$ cat config.mk
export PLATFORM = sky130hd
export DESIGN_NAME = touch_gesture_classifier
export DESIGN_NICKNAME = d
export VERILOG_FILES = /design/src/sv/tgc_pkg.sv /design/src/sv/tgc_classify.sv /design/src/sv/touch_gesture_classifier.sv
export SDC_FILE = /design/constraint.sdc
export NUM_CORES = 1
export LEC_CHECK = 0
export BUFFER_PORTS_ARGS = -buffer_cell sky130_fd_sc_hd__buf_2
export CAP_MARGIN = 15
export CORE_UTILIZATION = 63
export DETAILED_ROUTE_END_ITERATION = 12
export GPL_ROUTABILITY_DRIVEN = 1
export PLACE_DENSITY_LB_ADDON = 0.08
export REMOVE_ABC_BUFFERS = 1
export SLEW_MARGIN = 10
export SYNTH_ARGS = -nofsm -noshare
export SYNTH_HDL_FRONTEND = slang
export SYNTH_HIERARCHICAL = 1
export SYNTH_SLANG_ARGS = --single-unit
$ cat constraint.sdc
create_clock -name clk -period 12.3 [get_ports clk]
set_clock_uncertainty 0.05 [all_clocks]
set_input_delay 0.615 -clock clk [delete_from_list [all_inputs] [get_ports clk]]
set_output_delay 0.615 -clock clk [all_outputs]
set_load 0.01 [all_outputs]
$ cat src/sv/tgc_pkg.sv
// Shared constants, codes and types of the touch gesture classifier.
package tgc_pkg;

  localparam logic [7:0] RAW_X_MAX     = 8'd239;
  localparam logic [8:0] RAW_Y_MAX     = 9'd319;
  localparam logic [8:0] SCREEN_X_MAX  = 9'd320;
  localparam int         STILL_PX      = 10;
  localparam logic [17:0] STILL_SQ     = 18'(STILL_PX * STILL_PX);

  localparam int CFG_IDX_W = 2;
  localparam int CFG_DATA_W = 16;

  localparam logic [CFG_IDX_W-1:0] CFG_TAP_MAX   = 2'd0;
  localparam logic [CFG_IDX_W-1:0] CFG_HOLD_MIN  = 2'd1;
  localparam logic [CFG_IDX_W-1:0] CFG_SWIPE_MIN = 2'd2;
  localparam logic [CFG_IDX_W-1:0] CFG_SWIPE_MAX = 2'd3;

  localparam logic [15:0] TAP_MAX_RST   = 16'd300;
  localparam logic [15:0] HOLD_MIN_RST  = 16'd800;
  localparam logic [8:0]  SWIPE_MIN_RST = 9'd30;
  localparam logic [15:0] SWIPE_MAX_RST = 16'd500;

  localparam logic [2:0] G_NONE  = 3'd0;
  localparam logic [2:0] G_TAP   = 3'd1;
  localparam logic [2:0] G_HOLD  = 3'd2;
  localparam logic [2:0] G_RIGHT = 3'd3;
  localparam logic [2:0] G_LEFT  = 3'd4;
  localparam logic [2:0] G_DOWN  = 3'd5;
  localparam logic [2:0] G_UP    = 3'd6;

  typedef struct packed {
    logic [15:0] tap_max;
    logic [15:0] hold_min;
    logic [17:0] swipe_min_sq;
    logic [15:0] swipe_max;
  } tgc_cfg_t;

  typedef struct packed {
    logic [8:0] start_x;
    logic [7:0] start_y;
    logic [8:0] last_x;
    logic [7:0] last_y;
  } tgc_track_t;

endpackage

$ cat src/sv/tgc_classify.sv
// Lift-time classification of one touch from its duration and displacement.
module tgc_classify import tgc_pkg::*; (
  input  tgc_track_t  track,
  input  tgc_cfg_t    cfg,
  input  logic [31:0] duration,
  output logic [2:0]  code
);

  logic [9:0]  dx;
  logic [8:0]  dy;
  logic [9:0]  dx_mag;
  logic [8:0]  dy_mag;
  logic [8:0]  ax;
  logic [7:0]  ay;
  logic [17:0] sq_x;
  logic [15:0] sq_y;
  logic [17:0] d2;
  logic        still;
  logic        far;

  assign dx     = {1'b0, track.last_x} - {1'b0, track.start_x};
  assign dy     = {1'b0, track.last_y} - {1'b0, track.start_y};
  assign dx_mag = dx[9] ? (~dx + 10'd1) : dx;
  assign dy_mag = dy[8] ? (~dy + 9'd1) : dy;
  assign ax     = dx_mag[8:0];
  assign ay     = dy_mag[7:0];
  assign sq_x   = {9'd0, ax} * {9'd0, ax};
  assign sq_y   = {8'd0, ay} * {8'd0, ay};
  // Squared distance compares stand in for the rounded-down root.
  assign d2     = sq_x + {2'b00, sq_y};
  assign still  = d2 < STILL_SQ;
  assign far    = d2 >= cfg.swipe_min_sq;

  always_comb begin
    if (still && (duration < {16'd0, cfg.tap_max})) begin
      code = G_TAP;
    end else if (still && (duration >= {16'd0, cfg.hold_min})) begin
      code = G_HOLD;
    end else if (far && (duration < {16'd0, cfg.swipe_max})) begin
      if (ax > {1'b0, ay}) begin
        code = (!dx[9] && (dx != 10'd0)) ? G_RIGHT : G_LEFT;
      end else begin
        code = (!dy[8] && (dy != 9'd0)) ? G_DOWN : G_UP;
      end
    end else begin
      code = G_NONE;
    end
  end

endmodule

$ cat src/sv/touch_gesture_classifier.sv
// Top level of the touch gesture classifier: poll register, touch tracking, result register.
//
// Each input beat is one touch-panel poll: a touched flag, raw portrait
// coordinates and a millisecond timestamp. Every poll yields exactly one
// output beat carrying the finger-down flag, the latest landscape point and,
// on the poll where the finger lifts, a valid gesture code (tap, hold, a
// swipe direction, or none when no gesture matches).
// The block is a two-register pipeline. A poll is captured in the input
// register on the edge where in_valid and in_ready are both high; once the
// output register is free or being taken, the clamping, rotation, tracking
// update and classification are done in one pass and the result is written
// to the output register. One poll per cycle is taken when the receiver keeps
// out_ready high; the single pass through the squaring and compare logic
// only bounds the clock rate, not the poll rate.
// When the receiver stalls, the result stays in the output register and the
// poll behind it waits in the input register; in_ready falls only once both
// are full, so no beat is lost or repeated.
// Configuration writes (cfg_we, cfg_index, cfg_wdata) take effect on the edge
// they are presented and should only be issued while the block is idle.
// Synchronous reset clears both valid flags, the touch state and the tracked
// points, and restores the default thresholds.
module touch_gesture_classifier import tgc_pkg::*; (
  input  logic                  clk,
  input  logic                  rst_n,

  input  logic                  cfg_we,
  input  logic [CFG_IDX_W-1:0]  cfg_index,
  input  logic [CFG_DATA_W-1:0] cfg_wdata,

  input  logic                  in_valid,
  output logic                  in_ready,
  input  logic                  in_touch_present,
  input  logic [7:0]            in_raw_x,
  input  logic [8:0]            in_raw_y,
  input  logic [31:0]           in_time_ms,

  output logic                  out_valid,
  input  logic                  out_ready,
  output logic                  out_finger_down,
  output logic [8:0]            out_point_x,
  output logic [7:0]            out_point_y,
  output logic                  out_gesture_valid,
  output logic [2:0]            out_gesture_code
);

  // Configuration registers; the swipe distance is kept squared so that the
  // classifier only compares.
  tgc_cfg_t cfg_r;

  always_ff @(posedge clk) begin
    if (!rst_n) begin
      cfg_r.tap_max      <= TAP_MAX_RST;
      cfg_r.hold_min     <= HOLD_MIN_RST;
      cfg_r.swipe_min_sq <= {9'd0, SWIPE_MIN_RST} * {9'd0, SWIPE_MIN_RST};
      cfg_r.swipe_max    <= SWIPE_MAX_RST;
    end else if (cfg_we) begin
      unique case (cfg_index)
        CFG_TAP_MAX:   cfg_r.tap_max      <= cfg_wdata;
        CFG_HOLD_MIN:  cfg_r.hold_min     <= cfg_wdata;
        CFG_SWIPE_MIN: cfg_r.swipe_min_sq <= {9'd0, cfg_wdata[8:0]} * {9'd0, cfg_wdata[8:0]};
        CFG_SWIPE_MAX: cfg_r.swipe_max    <= cfg_wdata;
        default: ;
      endcase
    end
  end

  // Input register.
  logic        s1_valid_r;
  logic        s1_present_r;
  logic [7:0]  s1_rx_r;
  logic [8:0]  s1_ry_r;
  logic [31:0] s1_time_r;

  logic advance;
  assign advance  = s1_valid_r && (!out_valid || out_ready);
  assign in_ready = !s1_valid_r || advance;

  always_ff @(posedge clk) begin
    if (!rst_n) begin
      s1_valid_r <= 1'b0;
    end else if (in_ready) begin
      s1_valid_r <= in_valid;
    end
  end

  always_ff @(posedge clk) begin
    if (in_valid && in_ready) begin
      s1_present_r <= in_touch_present;
      s1_rx_r      <= in_raw_x;
      s1_ry_r      <= in_raw_y;
      s1_time_r    <= in_time_ms;
    end
  end

  // Clamp and rotate into landscape screen pixels.
  logic [7:0] rx_c;
  logic [8:0] ry_c;
  logic [8:0] px;
  logic [7:0] py;

  assign rx_c = (s1_rx_r > RAW_X_MAX) ? RAW_X_MAX : s1_rx_r;
  assign ry_c = (s1_ry_r > RAW_Y_MAX) ? RAW_Y_MAX : s1_ry_r;
  assign px   = SCREEN_X_MAX - ry_c;
  assign py   = rx_c;

  // Touch tracking state.
  logic        touch_active_r, touch_active_nxt;
  tgc_track_t  track_r, track_nxt;
  logic [31:0] start_time_r, start_time_nxt;
  logic        lift;
  logic [31:0] duration;
  logic [2:0]  code;

  assign lift     = !s1_present_r && touch_active_r;
  assign duration = s1_time_r - start_time_r;

  tgc_classify u_classify (
    .track    (track_r),
    .cfg      (cfg_r),
    .duration (duration),
    .code     (code)
  );

  always_comb begin
    touch_active_nxt = touch_active_r;
    track_nxt        = track_r;
    start_time_nxt   = start_time_r;
    if (s1_present_r) begin
      if (!touch_active_r) begin
        // Touch-down: the start point and time are latched.
        touch_active_nxt  = 1'b1;
        track_nxt.start_x = px;
        track_nxt.start_y = py;
        start_time_nxt    = s1_time_r;
      end
      track_nxt.last_x = px;
      track_nxt.last_y = py;
    end else if (touch_active_r) begin
      touch_active_nxt = 1'b0;
    end
  end

  always_ff @(posedge clk) begin
    if (!rst_n) begin
      touch_active_r <= 1'b0;
      track_r        <= '0;
      start_time_r   <= '0;
    end else if (advance) begin
      touch_active_r <= touch_active_nxt;
      track_r        <= track_nxt;
      start_time_r   <= start_time_nxt;
    end
  end

  // Result register.
  logic       out_valid_r;
  logic       out_finger_down_r;
  logic [8:0] out_point_x_r;
  logic [7:0] out_point_y_r;
  logic       out_gesture_valid_r;
  logic [2:0] out_gesture_code_r;

  always_ff @(posedge clk) begin
    if (!rst_n) begin
      out_valid_r <= 1'b0;
    end else if (advance) begin
      out_valid_r <= 1'b1;
    end else if (out_ready) begin
      out_valid_r <= 1'b0;
    end
  end

  always_ff @(posedge clk) begin
    if (advance) begin
      out_finger_down_r   <= touch_active_nxt;
      out_point_x_r       <= track_nxt.last_x;
      out_point_y_r       <= track_nxt.last_y;
      out_gesture_valid_r <= lift;
      out_gesture_code_r  <= lift ? code : G_NONE;
    end
  end

  assign out_valid         = out_valid_r;
  assign out_finger_down   = out_finger_down_r;
  assign out_point_x       = out_point_x_r;
  assign out_point_y       = out_point_y_r;
  assign out_gesture_valid = out_gesture_valid_r;
  assign out_gesture_code  = out_gesture_code_r;

  // A lift result never reports the finger as still down.
  a_lift_not_down: assert property (@(posedge clk) disable iff (!rst_n)
    (out_valid && out_gesture_valid) |-> !out_finger_down)
    else $error("gesture reported while finger still down");

  // Polls without a lift carry no gesture code.
  a_code_only_on_lift: assert property (@(posedge clk) disable iff (!rst_n)
    (out_valid && !out_gesture_valid) |-> (out_gesture_code == G_NONE))
    else $error("gesture code set without a lift");

  // On touch-down the start and latest points coincide.
  a_down_latch: assert property (@(posedge clk) disable iff (!rst_n)
    $rose(touch_active_r) |->
      (track_r.start_x == track_r.last_x) && (track_r.start_y == track_r.last_y))
    else $error("start point not latched on touch-down");

  // Mapped points stay on the landscape screen.
  a_point_range: assert property (@(posedge clk) disable iff (!rst_n)
    out_valid |-> (out_point_x <= SCREEN_X_MAX) && (out_point_y <= RAW_X_MAX))
    else $error("mapped point off screen");

endmodule
After elaboration in Yosys (flattened, before gate mapping)
Index checks and enable logic that the tools add are counted.
{ "word_totals": {"ff_bits": 207, "inputBits": 73, "output_inout_bits": 24, "word_cells": 89} }
{ "classes": {"n_addsub": 7, "mul": 3, "magnitude_cmp": 8, "n_eq_ne": 3, "muxes": 14, "bitwise_logic": 5, "n_reduce_logical": 26} }
{ "op_table": {"columns": ["cell", "n"], "rows": [
  ["32-bit by 16-bit less-than comparator with 1-bit output", 2],
  ["9-bit by 9-bit multiplier with 18-bit output", 2],
  ["32-bit by 16-bit greater-or-equal comparator with 1-bit output", 1],
  ["32-bit subtractor", 1],
  ["18-bit by 16-bit adder with 18-bit output", 1],
  ["18-bit greater-or-equal comparator", 1],
  ["18-bit by 7-bit less-than comparator with 1-bit output, second input constant", 1],
  ["9-bit 2-to-1 mux", 2],
  ["17-bit 2-to-1 mux", 1],
  ["8-bit by 8-bit multiplier with 16-bit output", 1],
  ["8-bit 2-to-1 mux", 2],
  ["10-bit nonzero test", 1],
  ["9-bit by 9-bit subtractor with 10-bit output", 1],
  ["9-bit by 1-bit adder with 9-bit output, second input constant", 1],
  ["9-bit by 8-bit greater-than comparator with 1-bit output", 1],
  ["9-bit greater-than comparator, second input constant", 1],
  ["9-bit inverter", 1],
  ["9-bit nonzero test", 1],
  ["8-bit by 8-bit subtractor with 9-bit output", 1],
  ["9-bit subtractor, first input constant", 1],
  ["8-bit by 1-bit adder with 8-bit output, second input constant", 1],
  ["8-bit greater-than comparator, second input constant", 1],
  ["1-bit logical AND", 8],
  ["8-bit inverter", 1],
  ["14 further kinds", 31]
]} }

Longest topological paths before layout
Gate-level depths: netlist of run 1.
{ "depth": {"depth_word": 11, "depth_mapped": 41, "ltp_nobuf": 39} }

Cells and area by module
The synthesis of run 1 kept the hierarchy.
{ "modules_own_cells": {"columns": ["mod", "n_inst", "cells_each", "area_per_inst_um2", "seq_area_each_um2"], "rows": [
  ["touch_gesture_classifier", 1, 1222, 11257.0, 4844.6],
  ["tgc_classify", 1, 863, 6994.2, 0.0]
]} }

Worst setup path after synthesis of run 1
Ideal clock, no wire load.
{ "synth_timing": {"path_type": "reg2reg", "from": "register track_r[0] (netlist bit)", "to": "register out_gesture_code_r[0] (netlist: out_gesture_code[0]) (data pin)", "setup_ps": 131, "t_arrival_ps": 8940, "setup_slack_ps": 3179, "path_stages_with_launch": 39, "path_buffers": 1, "period_less_slack_ps": 9121, "cell_sequence": "dfxtp_1 -> inv_1 -> ha_1 -> inv_1 -> fa_1 -> a211o_1 -> a21o_1 -> a21oi_1 -> o21bai_1 -> a21o_1 -> clkbuf_1 -> a31oi_1 -> xor2_1 -> nor2_1 -> xor2_1 -> ha_1 -> fa_1 -> fa_1 -> (+3 left out) -> fa_1 -> inv_1 -> ha_1 -> nand3_1 -> o211ai_1 -> nor3_1 -> o31ai_1 -> xor2_1 -> nor3_2 -> or2_1 -> ha_1 -> o21a_1 -> nor2_1 -> a2111oi_0 -> o221a_2 -> nand3_1 -> o32ai_1 -> and2_1"} }
{ "synth_between": {"elab_chain_cells": 11, "elab_cells_between_ends": 20, "classes_between": "add/sub (3); mul (1); order compare (3); mux (6); bitwise (1); reduce/logical (6)"} }
{ "synth_rtl": {"columns": ["item", "line", "source"], "rows": [
  ["start, declared", "touch_gesture_classifier.sv:108", "tgc_track_t track_r, track_nxt;"],
  ["start signal, assigned", "touch_gesture_classifier.sv:150", "track_r <= track_nxt;"],
  ["8-bit by 8-bit subtractor with 9-bit output *", "tgc_classify.sv:22", "assign dy = {1'b0, track.last_y} - {1'b0, track.start_y};"],
  ["8-bit inverter", "tgc_classify.sv:24", "assign dy_mag = dy[8] ? (~dy + 9'd1) : dy;"],
  ["8-bit by 1-bit adder with 8-bit output", "tgc_classify.sv:24", null],
  ["8-bit 2-to-1 mux", "tgc_classify.sv:24", null],
  ["8-bit by 8-bit multiplier with 16-bit output", "tgc_classify.sv:28", "assign sq_y = {8'd0, ay} * {8'd0, ay};"],
  ["18-bit by 16-bit adder with 18-bit output", "tgc_classify.sv:30", "assign d2 = sq_x + {2'b00, sq_y};"],
  ["18-bit greater-or-equal comparator", "tgc_classify.sv:32", "assign far = d2 >= cfg.swipe_min_sq;"],
  ["1-bit logical AND", "tgc_classify.sv:39", "end else if (far && (duration < {16'd0, cfg.swipe_max})) begin"],
  ["2-bit 2-to-1 mux", "tgc_classify.sv:39", null],
  ["2-bit 2-to-1 mux", "tgc_classify.sv:37", "end else if (still && (duration >= {16'd0, cfg.hold_min})) begin"],
  ["1-bit 2-to-1 mux *", "tgc_classify.sv:35", "if (still && (duration < {16'd0, cfg.tap_max})) begin"],
  ["named net code[0]", "touch_gesture_classifier.sv:112", "logic [2:0] code;"],
  ["end signal, assigned", "touch_gesture_classifier.sv:179", "out_gesture_code_r <= lift ? code : G_NONE;"],
  ["end, declared", "touch_gesture_classifier.sv:161", "logic [2:0] out_gesture_code_r;"]
]} }
Mark *: on every way through the listed nets, which the timed path passes. The rest lies on a longest branch.
A chain may end at the register's enable or synchronous reset.

Final worst setup path of run 1
Ends and elaborated chain as after synthesis.

==> results by group, run 1 <==
Synth
  • Synthesized cell area: 18,250 um^2
  • Yosys warns: 6
  • Ranking of synthesized cells by area: ha_1 15%, dfxtp_1 15%, fa_1 13%
  • Post-synth top area share: 14.81%
  • Synth unique cells: 89
  • Mapped Avg Cell Area: 8.754 um^2
  • FF+latch count, synth: 206
  • Register area share after synthesis: 26.54%
  • Async S/R FF share, synth: 0%
  • Largest area contributor in the netlist: ha_1
  • Post-synth EDFFs: 72
  • Top FF cell, synth: dfxtp_1
  • Cells after Synth: 2,085

Clock network
  • Hold buffers post-CTS: 0
  • CTS buffer count: 24
  • Post-cts sizing count: 0
  • H-Tree Level Count: 1
  • Setup Buffers After CTS: 0
  • Root buf cell: clkbuf_16
  • Total clock sinks: 206
  • Clock Latency Late Sink: 0.53 ns
  • CTS Buffer Depth: 3
  • Clock-pin slew on the worst setup and hold paths: 0.06 ns
  • CTS tree: built

Worst setup path
  • Max stage delay on crit path: 0.87 ns
  • Critical R2R Launch: track_r[0]
  • Crit path kind: reg -> reg
  • Critical Path Most Common Cell: fa_1
  • Timing startpoint of the critical path: track_r[0]
  • CP max stage cell: xor2_1
  • Maximum fanout along the worst path: 12
  • Startpoint class of the critical path: register
  • Required @ worst endpoint: 12.63 ns
  • Critical Path AT: 10.75 ns
  • Crit end category: register

Global routing
  • GRT Util Overall: 27.61%
  • First-pass GRT wire length: 66,020 um
  • Largest net degree at the start of global routing: 70
  • Grt ovf: 0
  • Vias in the first global route: 13,740
  • Initial antenna violation count: 0

Timing
  • Setup TNS: 0 ns
  • Tightest Pin Transition: 1.111 ns
  • Tcrit/Tclk final: 84.73%
  • Final-report max-slew violation count: 0
  • Final hold vios: 0
  • Finish-stage setup viols: 0
  • Unrepaired setup endpoints after global routing: no
  • F_max: 95.96 MHz
  • Slew margin rel.: 25.71%
  • Fin crit period: 10.42 ns

Drt
  • Final antenna-violating net count: 0
  • Routed wire length: 40,000 um
  • DRT Pass-1 Iters: 5
  • DRC violations left: 0
  • Drt first-iter violations: 760
  • Via count: 14,070
  • Drt via density: 5.534
  • Routed WL per cell: 15.74 um

Floorplan
  • Initial Util: 64.81%
  • # rows: 61
  • Core ar.: 28,160 um^2
  • Die W: 172.2 um
  • DIE AREA: 29,650 um^2
  • Io pins: 97
  • Die height: 172.2 um

Finish
  • Nets: 2,558
  • Fraction of layout cells with a size suffix above 1: 8.688%
  • Fillers: 2,285
  • Area Overhead vs Synth: 8.261%
  • N_diodes: 0

Min path
  • Hold wc startpoint: in_time_ms[3]
  • Worst Hold Class: in -> reg

Outcome
  • Status: completed

Place
  • Port Buffers: 96
  • Placer Congestion: 0.9388
  • Dpl hpwl: 30,740 um

Run
  • Max cap viols: 0
==> layout by cell type, fill, tap and decap left out, types with 17 or more instances in the layout <==
master / instances
dfxtp_1: 134
nand2_1: 294
clkbuf_16: 24
xor2_1: 31
and2_1: 39
edfxtp_1: 72
a21o_1: 35
a21boi_0: 34
buf_2: 95
a21boi_1: 54
xnor2_1: 59
inv_1: 335
a21oi_1: 84
nor2b_1: 24
fa_1: 123
nand2b_1: 20
nor2_1: 124
nand3_1: 33
ha_1: 216
o21ai_0: 48
nor3_1: 17
==> final timing paths <==
| kind | to | slack [ns] | cells after the start |
|---|---|---|---|
| min | s1_time_r[3] | 0.21 | 1 |
| max | out_gesture_code[0] | 1.88 | 37 |
| min reg2reg | cfg_r[47] | 0.40 | 2 |
| max reg2reg | out_gesture_code[0] | 1.88 | 37 |
==> final cells by class <==
class                   count  area (um^2)  share of cell area (%)
inverters                 338         1269                   6.421
well taps                 378        473.0                   2.394
clock buffers              36        675.6                   3.419
flip-flops and latches    206         4845                   24.52
multi-input cells        1472        11870                   60.08
repair buffers            104        543.0                   2.748
clock inverters             8        82.58                  0.4179
==> kinds of logic after synthesis <==
group                    Yosys count  synth area share [%]
AND/OR/NAND/NOR                  631                 15.95
AO/OA/AOI/OAI                    389                 14.78
adder cells (fa/ha/maj)          339                 28.30
multiplexers                      17                0.9872
XOR/XNOR                          95                 4.950
flip-flops                       206                 26.54
buffers and inverters            407                 8.473
other                              1               0.02055
==> per-layer routing <==
layer  share of wire (%)  global-route usage (%)
met5                   0                       0
met2                  49                   47.91
met4                 2.1                   7.157
met3                 3.5                   2.678
met1                  45                   36.78
==> cell usage after synthesis (8+ instances only) <==
cell type / number
a211oi_1: 11
a21boi_0: 34
a21boi_1: 54
a21o_1: 35
a21oi_1: 84
a31oi_1: 9
and2_1: 40
and3_1: 14
buf_2: 9
clkbuf_1: 58
dfxtp_1: 134
edfxtp_1: 72
fa_1: 123
ha_1: 216
inv_1: 335
mux2_2: 8
mux2i_1: 9
nand2_1: 294
nand2b_1: 20
nand3_1: 33
nand4_1: 15
nor2_1: 125
nor2b_1: 25
nor3_1: 17
nor4_1: 8
o211a_1: 14
o211ai_1: 9
o21a_1: 12
o21ai_0: 48
o21ai_1: 16
o21bai_1: 8
or2_2: 10
xnor2_1: 59
xor2_1: 31
==> registers in the layout, summed over array words and instances (netlist names) <==
name	cells
s1_valid_r	1
out_finger_down	1
s1_present_r	1
s1_ry_r	9
out_gesture_valid	1
out_gesture_code	3
track_r	34
cfg_r	65
out_point_x	9
s1_time_r	32
out_valid	1
start_time_r	32
touch_active_r	1
out_point_y	8
s1_rx_r	8
==> stage by stage <==
| stage | util, % | hold slack (ns) | setup WS [ns] | instances | instance area [um^2] |
|---|---|---|---|---|---|
| finish | 70.16 | 0.2086 | 1.879 | 2542 | 19760 |
| global route | 70.16 | 0.1888 | 1.200 | 2542 | 19760 |
| CTS | 70.16 | 0.1896 | 1.952 | 2542 | 19760 |
| detailed placement | 67.47 | 0.3953 | 1.968 | 2498 | 19000 |
| global placement | 67.47 | 0.3901 | 2.324 | 2498 | 19000 |
| floorplan | - | 0.3802 | 3.126 | 2016 | 17970 |
==> critical path, delay by kind of cell, from the launching register on <==
| family | cells | cell delay (ns) |
|---|---|---|
| buffers and inverters | 4 | 0.23 |
| adders and majority gates | 10 | 4.22 |
| and+or+nand+nor | 9 | 1.26 |
| DFF | 1 | 0.32 |
| xor gates and xnor gates | 3 | 1.37 |
| AOI/OAI and AO/OA | 11 | 2.83 |
Power of run 1 is not shown: default switching activity piles up to over one toggle a cycle in this logic, so the estimate is an artifact.
==> inputs of run 2 (changes only) <==
==> constraint.sdc (replaced) <==
create_clock -name clk -period 10.7 [get_ports clk]
set_clock_uncertainty 0.05 [all_clocks]
set_input_delay 0.535 -clock clk [delete_from_list [all_inputs] [get_ports clk]]
set_output_delay 0.535 -clock clk [all_outputs]
set_load 0.01 [all_outputs]
==> results by group, run 2 (synthesized netlist as in run 1, its figures left out) <==
Worst setup path
  • Max stage delay on crit path: 0.55 ns
  • Required @ worst endpoint: 11.02 ns
  • CP max stage cell: fa_1
  • Timing startpoint of the critical path: track_r[0]
  • Critical Path Most Common Cell: fa_1
  • Crit path kind: reg -> reg
  • Maximum fanout along the worst path: 10
  • Critical R2R Launch: track_r[0]
  • Critical Path AT: 10.28 ns
  • Crit end category: register
  • Startpoint class of the critical path: register

Global routing
  • Initial antenna violation count: 0
  • GRT Util Overall: 27.09%
  • Largest net degree at the start of global routing: 72
  • Grt ovf: 0
  • Vias in the first global route: 13,350
  • First-pass GRT wire length: 64,290 um

Clock network
  • CTS buffer count: 23
  • Hold buffers post-CTS: 0
  • CTS tree: built
  • Clock-pin slew on the worst setup and hold paths: 0.06 ns
  • Clock Latency Late Sink: 0.53 ns
  • Root buf cell: clkbuf_16
  • Total clock sinks: 206
  • CTS Buffer Depth: 3
  • Post-cts sizing count: 0
  • H-Tree Level Count: 1
  • Setup Buffers After CTS: 0

Timing
  • Unrepaired setup endpoints after global routing: no
  • Setup TNS: 0 ns
  • Fin crit period: 9.962 ns
  • Tcrit/Tclk final: 93.11%
  • F_max: 100.4 MHz
  • Final hold vios: 0
  • Slew margin rel.: 43.26%
  • Finish-stage setup viols: 0
  • Tightest Pin Transition: 0.8450 ns
  • Final-report max-slew violation count: 0
  • Fin worst setup slack: 0.7378 ns

Finish
  • Fraction of layout cells with a size suffix above 1: 8.806%
  • Commonest cells after routing, fill and taps aside: 335 x inv_1, 294 x nand2_1, 216 x ha_1
  • Biggest register: cfg_r
  • Max reg flops: 65
  • Area Overhead vs Synth: 8.357%
  • Most common cell after layout, fill and taps aside: inv_1
  • Largest registers: cfg_r: 65 flops, track_r: 34 flops
  • N_diodes: 0
  • Nets: 2,564

Place
  • Port Buffers: 96
  • Place WS: 0.7094 ns
  • Dpl hpwl: 30,570 um
  • Placer Congestion: 0.9132

Drt
  • DRC violations left: 0
  • DRT Pass-1 Iters: 5
  • Routed wire length: 38,990 um
  • Routed WL per cell: 15.31 um
  • Via count: 14,080
  • Final antenna-violating net count: 0
  • Drt first-iter violations: 952
  • Drt via density: 5.526

Min path
  • Hold wc startpoint: in_time_ms[0]
  • Worst Hold Class: in -> reg

Floorplan
  • Die W: 172.2 um
  • Io pins: 97
  • # rows: 61
  • Core ar.: 28,160 um^2
  • Initial Util: 64.81%
  • Die height: 172.2 um
  • DIE AREA: 29,650 um^2

Run
  • Max cap viols: 0

Outcome
  • Status: completed
==> run 2: cell type report <==
cell class | count | area, um^2
clock buffer | 30 | 601.8
clock inverter | 12 | 106.4
fill | 2260 | 8387
inverter | 338 | 1269
multi-input combinational | 1472 | 11890
sequential | 206 | 4845
tap | 378 | 473.0
timing repair buffer | 111 | 595.6
==> run 2: path summary, 6_finish.rpt <==
check / depth (start not counted) / endpoint / slack [ns]
worst max-delay path: 37 / out_gesture_code[0] / 0.74
worst min-delay path: 1 / s1_time_r[0] / 0.13
worst max register to register: 37 / out_gesture_code[0] / 0.74
worst min register to register: 2 / cfg_r[9] / 0.40
==> run 2: metrics by stage <==
| step | hold WS [ns] | util (%) | area, um^2 | std cells |
|---|---|---|---|---|
| 6_report | 0.1287 | 70.22 | 19780 | 2547 |
| 5_1_grt | 0.1146 | 70.22 | 19780 | 2547 |
| 4_1_cts | 0.1079 | 70.17 | 19760 | 2547 |
| 3_5_place_dp | 0.3956 | 67.65 | 19050 | 2505 |
| 3_3_place_gp | 0.3902 | 67.65 | 19050 | 2505 |
| 2_1_floorplan | 0.3802 | - | 17970 | 2016 |
==> run 2: worst max-delay path, delay by kind of cell (launching register included) <==
family / cells / cell delay (ns)
xor+xnor: 3 / 0.87
compound gates: 12 / 3.03
buf+inv: 4 / 0.23
flops: 1 / 0.32
fa+ha+maj: 10 / 4.20
simple gates: 8 / 1.10
==> run 2: per-layer routing <==
metal / share of wire, % / wire (um) / track usage, %
met2: 48 / 18900 / 46.56
met5: 0 / 0 / 0
met4: 2.5 / 977 / 8.119
met1: 45 / 17560 / 36.07
met3: 4.0 / 1546 / 2.609
Power of run 2 is left out for the same reason.
